File: config.mk
export PLATFORM = sky130hd
export DESIGN_NAME = cofactor_determinant
export DESIGN_NICKNAME = d
export VERILOG_FILES = /design/src/rtl/cofdet_pkg.sv /design/src/rtl/cofactor_determinant.sv
export SDC_FILE = /design/constraint.sdc
export NUM_CORES = 2
export LEC_CHECK = 0
export BUFFER_PORTS_ARGS = -buffer_cell sky130_fd_sc_hd__buf_2
export CAP_MARGIN = 20
export CORE_MARGIN = 3
export CORE_UTILIZATION = 50
export DETAILED_ROUTE_END_ITERATION = 10
export PLACE_DENSITY_LB_ADDON = 0.15
export REMOVE_ABC_BUFFERS = 1
export SLEW_MARGIN = 5
export SYNTH_ARGS = -nofsm -noshare
export SYNTH_HDL_FRONTEND = slang
export SYNTH_SLANG_ARGS = --single-unit
File: constraint.sdc
create_clock -name clk -period 10.88 [get_ports clk]
set_input_delay 1.088 -clock clk [delete_from_list [all_inputs] [get_ports clk]]
set_output_delay 1.088 -clock clk [all_outputs]
set_load 0.02 [all_outputs]
File: src/rtl/cofdet_pkg.sv
// Package for the cofactor determinant block.
// Holds the sequencer state type, sizes and the permutation table; no dependencies.
package cofdet_pkg;

  localparam int MATRIX_DIM = 4;
  localparam int CELLS      = MATRIX_DIM * MATRIX_DIM;
  localparam int NUM_PERMS  = 24;
  localparam int ELEM_W     = 12;
  localparam int PROD_W     = 48;
  localparam int DET_W      = 64;
  localparam int SIZE_W     = 3;
  // 1.0 in Q4.8, used on the padded diagonal
  localparam logic signed [ELEM_W:0] ONE_Q48 = 13'sd256;

  typedef enum logic [1:0] {
    ST_LOAD,
    ST_MUL,
    ST_ACC,
    ST_OUT
  } cofdet_state_t;

  // Permutations of four columns in lexicographic order.
  // Returns {odd, col for row 3, row 2, row 1, row 0}.
  function automatic logic [8:0] perm_entry(input logic [4:0] idx);
    logic [8:0] e;
    case (idx)
      5'd0:  e = {1'b0, 2'd3, 2'd2, 2'd1, 2'd0};
      5'd1:  e = {1'b1, 2'd2, 2'd3, 2'd1, 2'd0};
      5'd2:  e = {1'b1, 2'd3, 2'd1, 2'd2, 2'd0};
      5'd3:  e = {1'b0, 2'd1, 2'd3, 2'd2, 2'd0};
      5'd4:  e = {1'b0, 2'd2, 2'd1, 2'd3, 2'd0};
      5'd5:  e = {1'b1, 2'd1, 2'd2, 2'd3, 2'd0};
      5'd6:  e = {1'b1, 2'd3, 2'd2, 2'd0, 2'd1};
      5'd7:  e = {1'b0, 2'd2, 2'd3, 2'd0, 2'd1};
      5'd8:  e = {1'b0, 2'd3, 2'd0, 2'd2, 2'd1};
      5'd9:  e = {1'b1, 2'd0, 2'd3, 2'd2, 2'd1};
      5'd10: e = {1'b1, 2'd2, 2'd0, 2'd3, 2'd1};
      5'd11: e = {1'b0, 2'd0, 2'd2, 2'd3, 2'd1};
      5'd12: e = {1'b0, 2'd3, 2'd1, 2'd0, 2'd2};
      5'd13: e = {1'b1, 2'd1, 2'd3, 2'd0, 2'd2};
      5'd14: e = {1'b1, 2'd3, 2'd0, 2'd1, 2'd2};
      5'd15: e = {1'b0, 2'd0, 2'd3, 2'd1, 2'd2};
      5'd16: e = {1'b0, 2'd1, 2'd0, 2'd3, 2'd2};
      5'd17: e = {1'b1, 2'd0, 2'd1, 2'd3, 2'd2};
      5'd18: e = {1'b1, 2'd2, 2'd1, 2'd0, 2'd3};
      5'd19: e = {1'b0, 2'd1, 2'd2, 2'd0, 2'd3};
      5'd20: e = {1'b0, 2'd2, 2'd0, 2'd1, 2'd3};
      5'd21: e = {1'b1, 2'd0, 2'd2, 2'd1, 2'd3};
      5'd22: e = {1'b1, 2'd1, 2'd0, 2'd2, 2'd3};
      5'd23: e = {1'b0, 2'd0, 2'd1, 2'd2, 2'd3};
      default: e = '0;
    endcase
    return e;
  endfunction

endpackage

File: src/rtl/cofactor_determinant.sv
// Top level of the cofactor determinant block: load, permutation sequencer, output register.
// Depends on cofdet_pkg.
//
//  channel | ports                              | direction
//  input   | in_valid, in_stall, in_element     | one matrix element per beat, row-major
//  result  | out_valid, out_stall, out_det_value| one determinant per matrix
//  config  | cfg_wr_en, cfg_wr_data             | matrix size, write only
//
// The last element starts the expansion: 24 permutation terms, each built row by row in the
// multiply state and then added or subtracted in the accumulate state on one shared 48x13
// multiplier; all terms run at every size (smaller matrices are padded with identity).
// Input is stalled from the last element until the result beat is taken.
// Reset (rst_n low, synchronous) sets size 4 and clears the load count.
module cofactor_determinant
  import cofdet_pkg::*;
(
  input  logic                     clk,
  input  logic                     rst_n,
  input  logic                     cfg_wr_en,
  input  logic [SIZE_W-1:0]        cfg_wr_data,
  input  logic                     in_valid,
  output logic                     in_stall,
  input  logic signed [ELEM_W-1:0] in_element,
  output logic                     out_valid,
  input  logic                     out_stall,
  output logic signed [DET_W-1:0]  out_det_value
);

  cofdet_state_t state_r, state_nxt;
  logic [SIZE_W-1:0]        size_r;
  logic [4:0]               load_cnt_r;
  logic [4:0]               perm_r;
  logic [1:0]               step_r;
  logic signed [ELEM_W-1:0] store_r [CELLS];
  logic signed [PROD_W-1:0] prod_r;
  logic signed [DET_W-1:0]  acc_r;

  logic [2:0]               n_eff;
  logic [4:0]               nn;
  logic                     in_beat;
  logic                     last_elem;
  logic [8:0]               perm_e;
  logic [1:0]               col;
  logic [3:0]               addr;
  logic signed [ELEM_W:0]   elem;
  logic signed [PROD_W+ELEM_W:0] prod_full;
  logic                     load_run, mul_run, acc_run, out_run;

  // saturate the size register to 1..4
  always_comb begin
    if (size_r == 3'd0) n_eff = 3'd1;
    else if (size_r > 3'(MATRIX_DIM)) n_eff = 3'(MATRIX_DIM);
    else n_eff = size_r;
  end
  assign nn = 5'(n_eff) * 5'(n_eff);

  // sequencer outputs
  always_comb begin
    load_run = 1'b0;
    mul_run  = 1'b0;
    acc_run  = 1'b0;
    out_run  = 1'b0;
    unique case (state_r)
      ST_LOAD: load_run = 1'b1;
      ST_MUL:  mul_run  = 1'b1;
      ST_ACC:  acc_run  = 1'b1;
      ST_OUT:  out_run  = 1'b1;
      default: ;
    endcase
  end

  assign in_stall  = !load_run;
  assign out_valid = out_run;
  assign in_beat   = in_valid && load_run;
  assign last_elem = (load_cnt_r + 5'd1) == nn;

  // next state
  always_comb begin
    state_nxt = state_r;
    unique case (state_r)
      ST_LOAD: if (in_beat && last_elem) state_nxt = ST_MUL;
      ST_MUL:  if (step_r == 2'd3) state_nxt = ST_ACC;
      ST_ACC:  state_nxt = (perm_r == 5'(NUM_PERMS - 1)) ? ST_OUT : ST_MUL;
      ST_OUT:  if (!out_stall) state_nxt = ST_LOAD;
      default: state_nxt = ST_LOAD;
    endcase
  end

  // element for the current row under the current permutation; identity padding
  assign perm_e = perm_entry(perm_r);
  assign col    = perm_e[2*step_r +: 2];
  assign addr   = 4'(step_r) * 4'(n_eff) + 4'(col);
  always_comb begin
    if ((3'(step_r) < n_eff) && (3'(col) < n_eff))
      elem = (ELEM_W+1)'(store_r[addr]);
    else if (col == step_r)
      elem = ONE_Q48;
    else
      elem = '0;
  end

  assign prod_full = prod_r * elem;

  // control registers
  always_ff @(posedge clk) begin
    if (!rst_n) begin
      state_r    <= ST_LOAD;
      size_r     <= 3'(MATRIX_DIM);
      load_cnt_r <= '0;
      perm_r     <= '0;
      step_r     <= '0;
    end else begin
      state_r <= state_nxt;
      if (cfg_wr_en) begin
        size_r     <= cfg_wr_data;
        load_cnt_r <= '0;
      end else if (in_beat) begin
        load_cnt_r <= last_elem ? 5'd0 : load_cnt_r + 5'd1;
      end
      if (mul_run) step_r <= step_r + 2'd1;
      if (acc_run) perm_r <= (perm_r == 5'(NUM_PERMS - 1)) ? 5'd0 : perm_r + 5'd1;
    end
  end

  // datapath registers
  always_ff @(posedge clk) begin
    if (in_beat) store_r[load_cnt_r[3:0]] <= in_element;
    if (in_beat && last_elem) begin
      prod_r <= PROD_W'(1);
      acc_r  <= '0;
    end else if (mul_run) begin
      prod_r <= prod_full[PROD_W-1:0];
    end else if (acc_run) begin
      acc_r  <= perm_e[8] ? acc_r - DET_W'(prod_r) : acc_r + DET_W'(prod_r);
      prod_r <= PROD_W'(1);
    end
  end

  assign out_det_value = acc_r;

endmodule

# ---- Word-level counts from Yosys, hierarchy flattened
# Memory sizes are Yosys's and may differ from the RTL's. A register that Yosys moved wholly into a read port is not among the register bits.
# Cells that the tools add are included.
dict set report op_classes {
  shifts 1
  n_mul 3
  bitwise 2
  n_addsub 6
  reduce_logical 10
  n_mux 22
  magnitude_cmp 3
  n_eq_ne 10
}
# op count
set op_table {}
lappend op_table {{48-bit 2-to-1 mux} 2}
lappend op_table {{64-bit by 48-bit adder with 64-bit output} 1}
lappend op_table {{64-bit 2-to-1 mux} 1}
lappend op_table {{64-bit by 48-bit subtractor with 64-bit output} 1}
lappend op_table {{48-bit by 13-bit multiplier with 48-bit output} 1}
lappend op_table {{5-bit 2-to-1 mux} 4}
lappend op_table {{13-bit 2-to-1 mux} 1}
lappend op_table {{5-bit by 1-bit adder with 5-bit output (second input constant)} 2}
lappend op_table {{9-bit 2-to-1 mux} 1}
lappend op_table {{9-bit by 4-bit indexed part select with 2-bit output} 1}
lappend op_table {{2-bit 2-to-1 mux} 4}
lappend op_table {{2-bit one-hot mux with 4 select lines} 1}
lappend op_table {{2-bit equality test (second input constant)} 3}
lappend op_table {{2-bit by 3-bit less-than comparator with 1-bit output} 2}
lappend op_table {{1-bit 2-to-1 mux} 6}
lappend op_table {{3-bit 2-to-1 mux} 2}
lappend op_table {{2-bit inequality test (second input constant)} 3}
lappend op_table {{5-bit equality test} 1}
lappend op_table {{5-bit equality test (second input constant)} 1}
lappend op_table {{3-bit by 3-bit multiplier with 5-bit output} 1}
lappend op_table {{4-bit by 2-bit adder with 4-bit output} 1}
lappend op_table {{2-bit by 3-bit multiplier with 4-bit output} 1}
lappend op_table {{3-bit greater-than comparator (second input constant)} 1}
lappend op_table {{1-bit logical AND} 3}
lappend op_table {{11 further kinds} 12}
dict set report word_totals {
  mem_bits_rw 192
  output_inout_bits 66
  rom_bits 288
  input_bits 20
  memories 2
  wordCells 66
  regBits 129
}
# name words word_bits rd rd_ports_with_merged_regs wr line
set mem_list {}
lappend mem_list {{(no name shown)} 32 9 1 1 0 cofdet_pkg.sv:26} ;# case (idx)
lappend mem_list {store_r 16 12 1 0 1 cofactor_determinant.sv:34} ;# logic signed [ELEM_W-1:0] store_r [CELLS];

# ---- Longest topological paths before layout
# An unclocked memory read counts as a cell.
dict set report logic_depth {
  depth_word 9
  ltp_mapped 38
  ltp_nobuf 36
}

# ---- Least setup slack after synthesis
# Ideal clock, no wire load.
dict set report synth_timing {
  path_type {register to register}
  from {register step_r[0]}
  to {register prod_r[46]}
  required_time_ns 10.801
  setup_time_ns 0.079
  period_less_slack_ns 9.638
  t_arrival_ns 9.559
  setup_slack_ns 1.242
  path_buffers 3
  path_stages_with_launch 38
  path_cell_list {dfxtp_1 -> buf_2 -> mux2i_1 -> mux2i_1 -> fa_1 -> ha_1 -> inv_1 -> fa_1 -> xnor2_2 -> xnor2_2 -> buf_4 -> mux4_2 -> mux2_2 -> clkbuf_1 -> and2_1 -> fa_1 -> inv_1 -> fa_1 -> [2 not listed] -> fa_1 -> fa_1 -> inv_1 -> fa_1 -> inv_1 -> ha_1 -> o21a_1 -> o2111ai_1 -> or3_1 -> o32a_1 -> o2111ai_1 -> a31oi_1 -> o21bai_1 -> a21oi_1 -> o31ai_1 -> a211oi_1 -> or4_1 -> o211ai_1}
}
dict set report synth_via {
  elab_chain_cells 6
  elab_cells_between_ends 12
  cone_classes {add/sub: 1; mul: 2; order compare: 2; eq/ne: 1; shift: 1; mux: 3; reduce/logical: 1; memory: 1}
}
# item line
set synth_rtl {}
lappend synth_rtl {{start, declared} cofactor_determinant.sv:33} ;# logic [1:0] step_r;
lappend synth_rtl {{start signal, assigned} cofactor_determinant.sv:120} ;# if (mul_run) step_r <= step_r + 2'd1;
lappend synth_rtl {{2-bit by 3-bit multiplier with 4-bit output / 9-bit by 4-bit indexed part select with 2-bit output (equally long branches)} {cofactor_determinant.sv:92, cofactor_determinant.sv:91}}
lappend synth_rtl {{4-bit by 2-bit adder with 4-bit output, or another cell as far along} cofactor_determinant.sv:92} ;# assign addr = 4'(step_r) * 4'(n_eff) + 4'(col);
lappend synth_rtl {{memory 16 x 12 bit, or another cell as far along} --}
lappend synth_rtl {{13-bit 2-to-1 mux *} cofactor_determinant.sv:94} ;# if ((3'(step_r) < n_eff) && (3'(col) < n_eff))
lappend synth_rtl {{48-bit by 13-bit multiplier with 48-bit output *} cofactor_determinant.sv:102} ;# assign prod_full = prod_r * elem;
lappend synth_rtl {{48-bit 2-to-1 mux *} cofactor_determinant.sv:131} ;# end else if (mul_run) begin
lappend synth_rtl {{end signal, assigned} cofactor_determinant.sv:132} ;# prod_r <= prod_full[PROD_W-1:0];
lappend synth_rtl {{end, declared} cofactor_determinant.sv:35} ;# logic signed [PROD_W-1:0] prod_r;
# Every way passes the cells marked *; elsewhere a longest branch is shown, timed or not.
# A chain may end at the register's enable or synchronous reset.

# ---- Worst setup path in the final report
# Ends and elaborated chain as after synthesis.

==> qor.txt <==
first-pass GRT wire length -> 145000 um
Worst setup SP type -> flop
Slew HR -> 0.268
Post-Route WL -> 90500 um
total die area -> 0.0705 mm2
final non-filler cell total -> 4250
predominant post-synthesis flop cell -> edfxtp_1
Synth cell types -> 91
post-synthesis instance area -> 0.0337 mm2
part of the Yosys area used for sequential elements -> 0.253
ant diodes -> 0
CTS tree -> done
routability cong. -> 0.888
unrepaired setup endpoints after global routing -> false
Post-CTS Hold Buffers -> 0
crit path max fanout -> 45
1st-pass router iterations -> 7
row count -> 94
DRC viols -> 0
Nets -> 4011
drt wl/cell -> 21.3 um
Root Driver -> clkbuf_16
Post CTS Setup Buffer Count -> 0
top cells by area, synth -> fa_1 (26%), edfxtp_1 (17%), dfxtp_1 (8.2%)
Final Max Tran Viols -> 0
crit share post-route -> 0.954
crit path capture type -> flop
Placed Cells -> 4176
gate count after technology mapping -> 3384
Hold Crit Class -> flop to flop
Slew @ Worst Pin -> 1.10 ns
Die Width -> 265 um
number of flops mapped to enable cells by yosys -> 192
Final setup viols -> 0
share of layout cells above drive strength 1 -> 0.0927
CP delay by family, top -> adder cells
largest net degree at the start of global routing -> 114
IO buf count -> 85
Yosys warning count -> 0
CTS H-Tree Depth -> 2
Initial Util -> 0.508
Final Core Density -> 0.548
Die Y -> 265 um
setup ws final -> 0.496 ns
Yosys top cell area share -> 0.260
fill count -> 5847
initial antenna violation count -> 1
total I/O pin count -> 86
FF/Latch Area -> 0.00853 mm2
FF+latch count, synth -> 330
worst hold margin -> 0.505 ns
Multi-input gate area -> 0.0230 mm2
Overflow after GRT -> 0
outcome -> complete, no violations
Area Growth Syn to Fin -> 7.79%
CP arrival -> 10.90 ns
vias -> 24700
GR Util All Layers -> 0.263
Placeable Area -> 0.0662 mm2
clock buffer depth -> 3
CP Buf/Inv Count -> 7
DR iter-0 viols -> 1849
Final Skew -> 0.0465 ns
post-CTS sizing -> 0
Final Hold Vio Count -> 0
Final min period -> 10.38 ns
ys async rst share -> 0
CP peak stage delay -> 0.58 ns
leading area contributor after synthesis -> fa_1
fmax -> 96.3 MHz
Clock transition at path regs -> 0.06 ns
worst skew pair latency -> 0.60 ns
CP most frequent cell -> fa_1
post-route ant nets -> 0
Crit-path slowest cell -> fa_1
vias per cell -> 5.81
Worst Path Required -> 11.39 ns
TritonCTS buffer count -> 40
Avg Cell Area, Syn -> 9.94 um2
max_cap viols -> 0
vias in the first global route -> 25900
CTS Sinks -> 330
Place WS -> 0.335 ns
Post-DP HPWL -> 65900 um
CP Class -> flop to flop
-- flip-flops by register name, indices dropped and copies added (netlist names) --
register,flops
prod_r,48
perm_r,5
out_det_value,64
state_r,2
size_r,3
perm_e,9
load_cnt_r,5
step_r,2
store_r,192
-- metal layers --
layer / GRT usage / vias up / routed length, um
met1: 0.355 / 12600 / 38200
li1: - / 11100 / -
met2: 0.446 / 766 / 44400
met5: 0 / - / 14
met4: 0.0769 / 2 / 2620
met3: 0.0355 / 165 / 5330
-- area by class of cell --
cell class	instances	area share
multi-input combinational	2471	0.634
tap	864	0.0298
clock inverter	26	0.00890
sequential	330	0.235
inverter	375	0.0388
timing repair buffer	136	0.0241
clock buffer	48	0.0287
-- cells by family after synthesis --
group,count (synthesis),share of synthesized area
AND/OR/NAND/NOR,1054,0.148
adder cells (fa/ha/maj),637,0.334
buffers and inverters,583,0.0677
AO/OA/AOI/OAI,487,0.0918
flip-flops,330,0.253
XOR/XNOR,178,0.0474
multiplexers,114,0.0576
other,1,0.000111
-- through the flow --
stage | instance area, um2 | setup TNS (ns)
floorplan | 32800 | -1.95
global placement | 34900 | 0
detailed placement | 34900 | 0
CTS | 36300 | 0
global route | 36300 | 0
finish | 36300 | 0
-- worst paths after layout --
| check | depth (start not counted) | start | end | slack [ns] |
|---|---|---|---|---|
| worst max-delay path | 36 | step_r[0] | prod_r[46] | 0.50 |
| worst min register to register | 2 | out_det_value[0] | out_det_value[0] | 0.50 |
| worst min-delay path | 2 | out_det_value[0] | out_det_value[0] | 0.50 |
| worst max register to register | 36 | step_r[0] | prod_r[46] | 0.50 |
-- worst min-delay path, cell delays in order (launching register included) --
cell and delay [ns]:
dfxtp_1 0.32, nor2_1 0.10, a211oi_1 0.04
-- cell usage after synthesis, types with 4 or more instances --
library cell	number
fa_1	437
nand2_1	410
inv_1	372
nor2_1	243
and2_1	208
ha_1	200
edfxtp_1	192
a21oi_1	175
clkbuf_1	169
dfxtp_1	138
xnor2_1	126
o21ai_0	72
mux4_2	53
a21o_1	52
mux2i_1	51
xor2_1	48
nor3_1	39
a22oi_1	31
nor2b_1	31
nand3_1	25
buf_2	21
a31oi_1	19
nand2b_1	19
a211oi_1	18
nand4_1	18
o21bai_1	16
o21a_1	13
o22ai_1	13
and3_1	11
o31ai_1	9
mux4_1	8
nor4_1	8
a221oi_1	7
buf_1	7
buf_6	7
or2_2	7
o21ai_1	6
or3_1	6
a21boi_0	5
o211ai_1	5
a211o_1	4
a41oi_1	4
o2111ai_1	4
o32ai_1	4
-- cell usage in the layout (no fill, tap or decap), types with 7 or more instances in the layout --
cell         n
a211oi_1    18
a21o_1      52
a21oi_1    174
a221oi_1     7
a22oi_1     31
a31oi_1     19
and2_1     208
and3_1      11
buf_2       85
buf_4       45
clkbuf_1     7
clkbuf_16   40
clkinv_1     9
clkinv_2     8
dfxtp_1    136
edfxtp_1   192
fa_1       437
ha_1       197
inv_1      372
mux2i_1     51
mux4_1       8
mux4_2      53
nand2_1    410
nand2b_1    19
nand3_1     25
nand4_1     18
nor2_1     235
nor2_2       8
nor2b_1     21
nor3_1      35
o21a_1      13
o21ai_0     72
o21bai_1    16
o22ai_1     13
o31ai_1      9
or2_2        7
xnor2_1    126
xor2_1      48
Power is left out: the tool's default activity adds up to more than one toggle a clock period on the data nets, which glitch-free logic cannot reach.
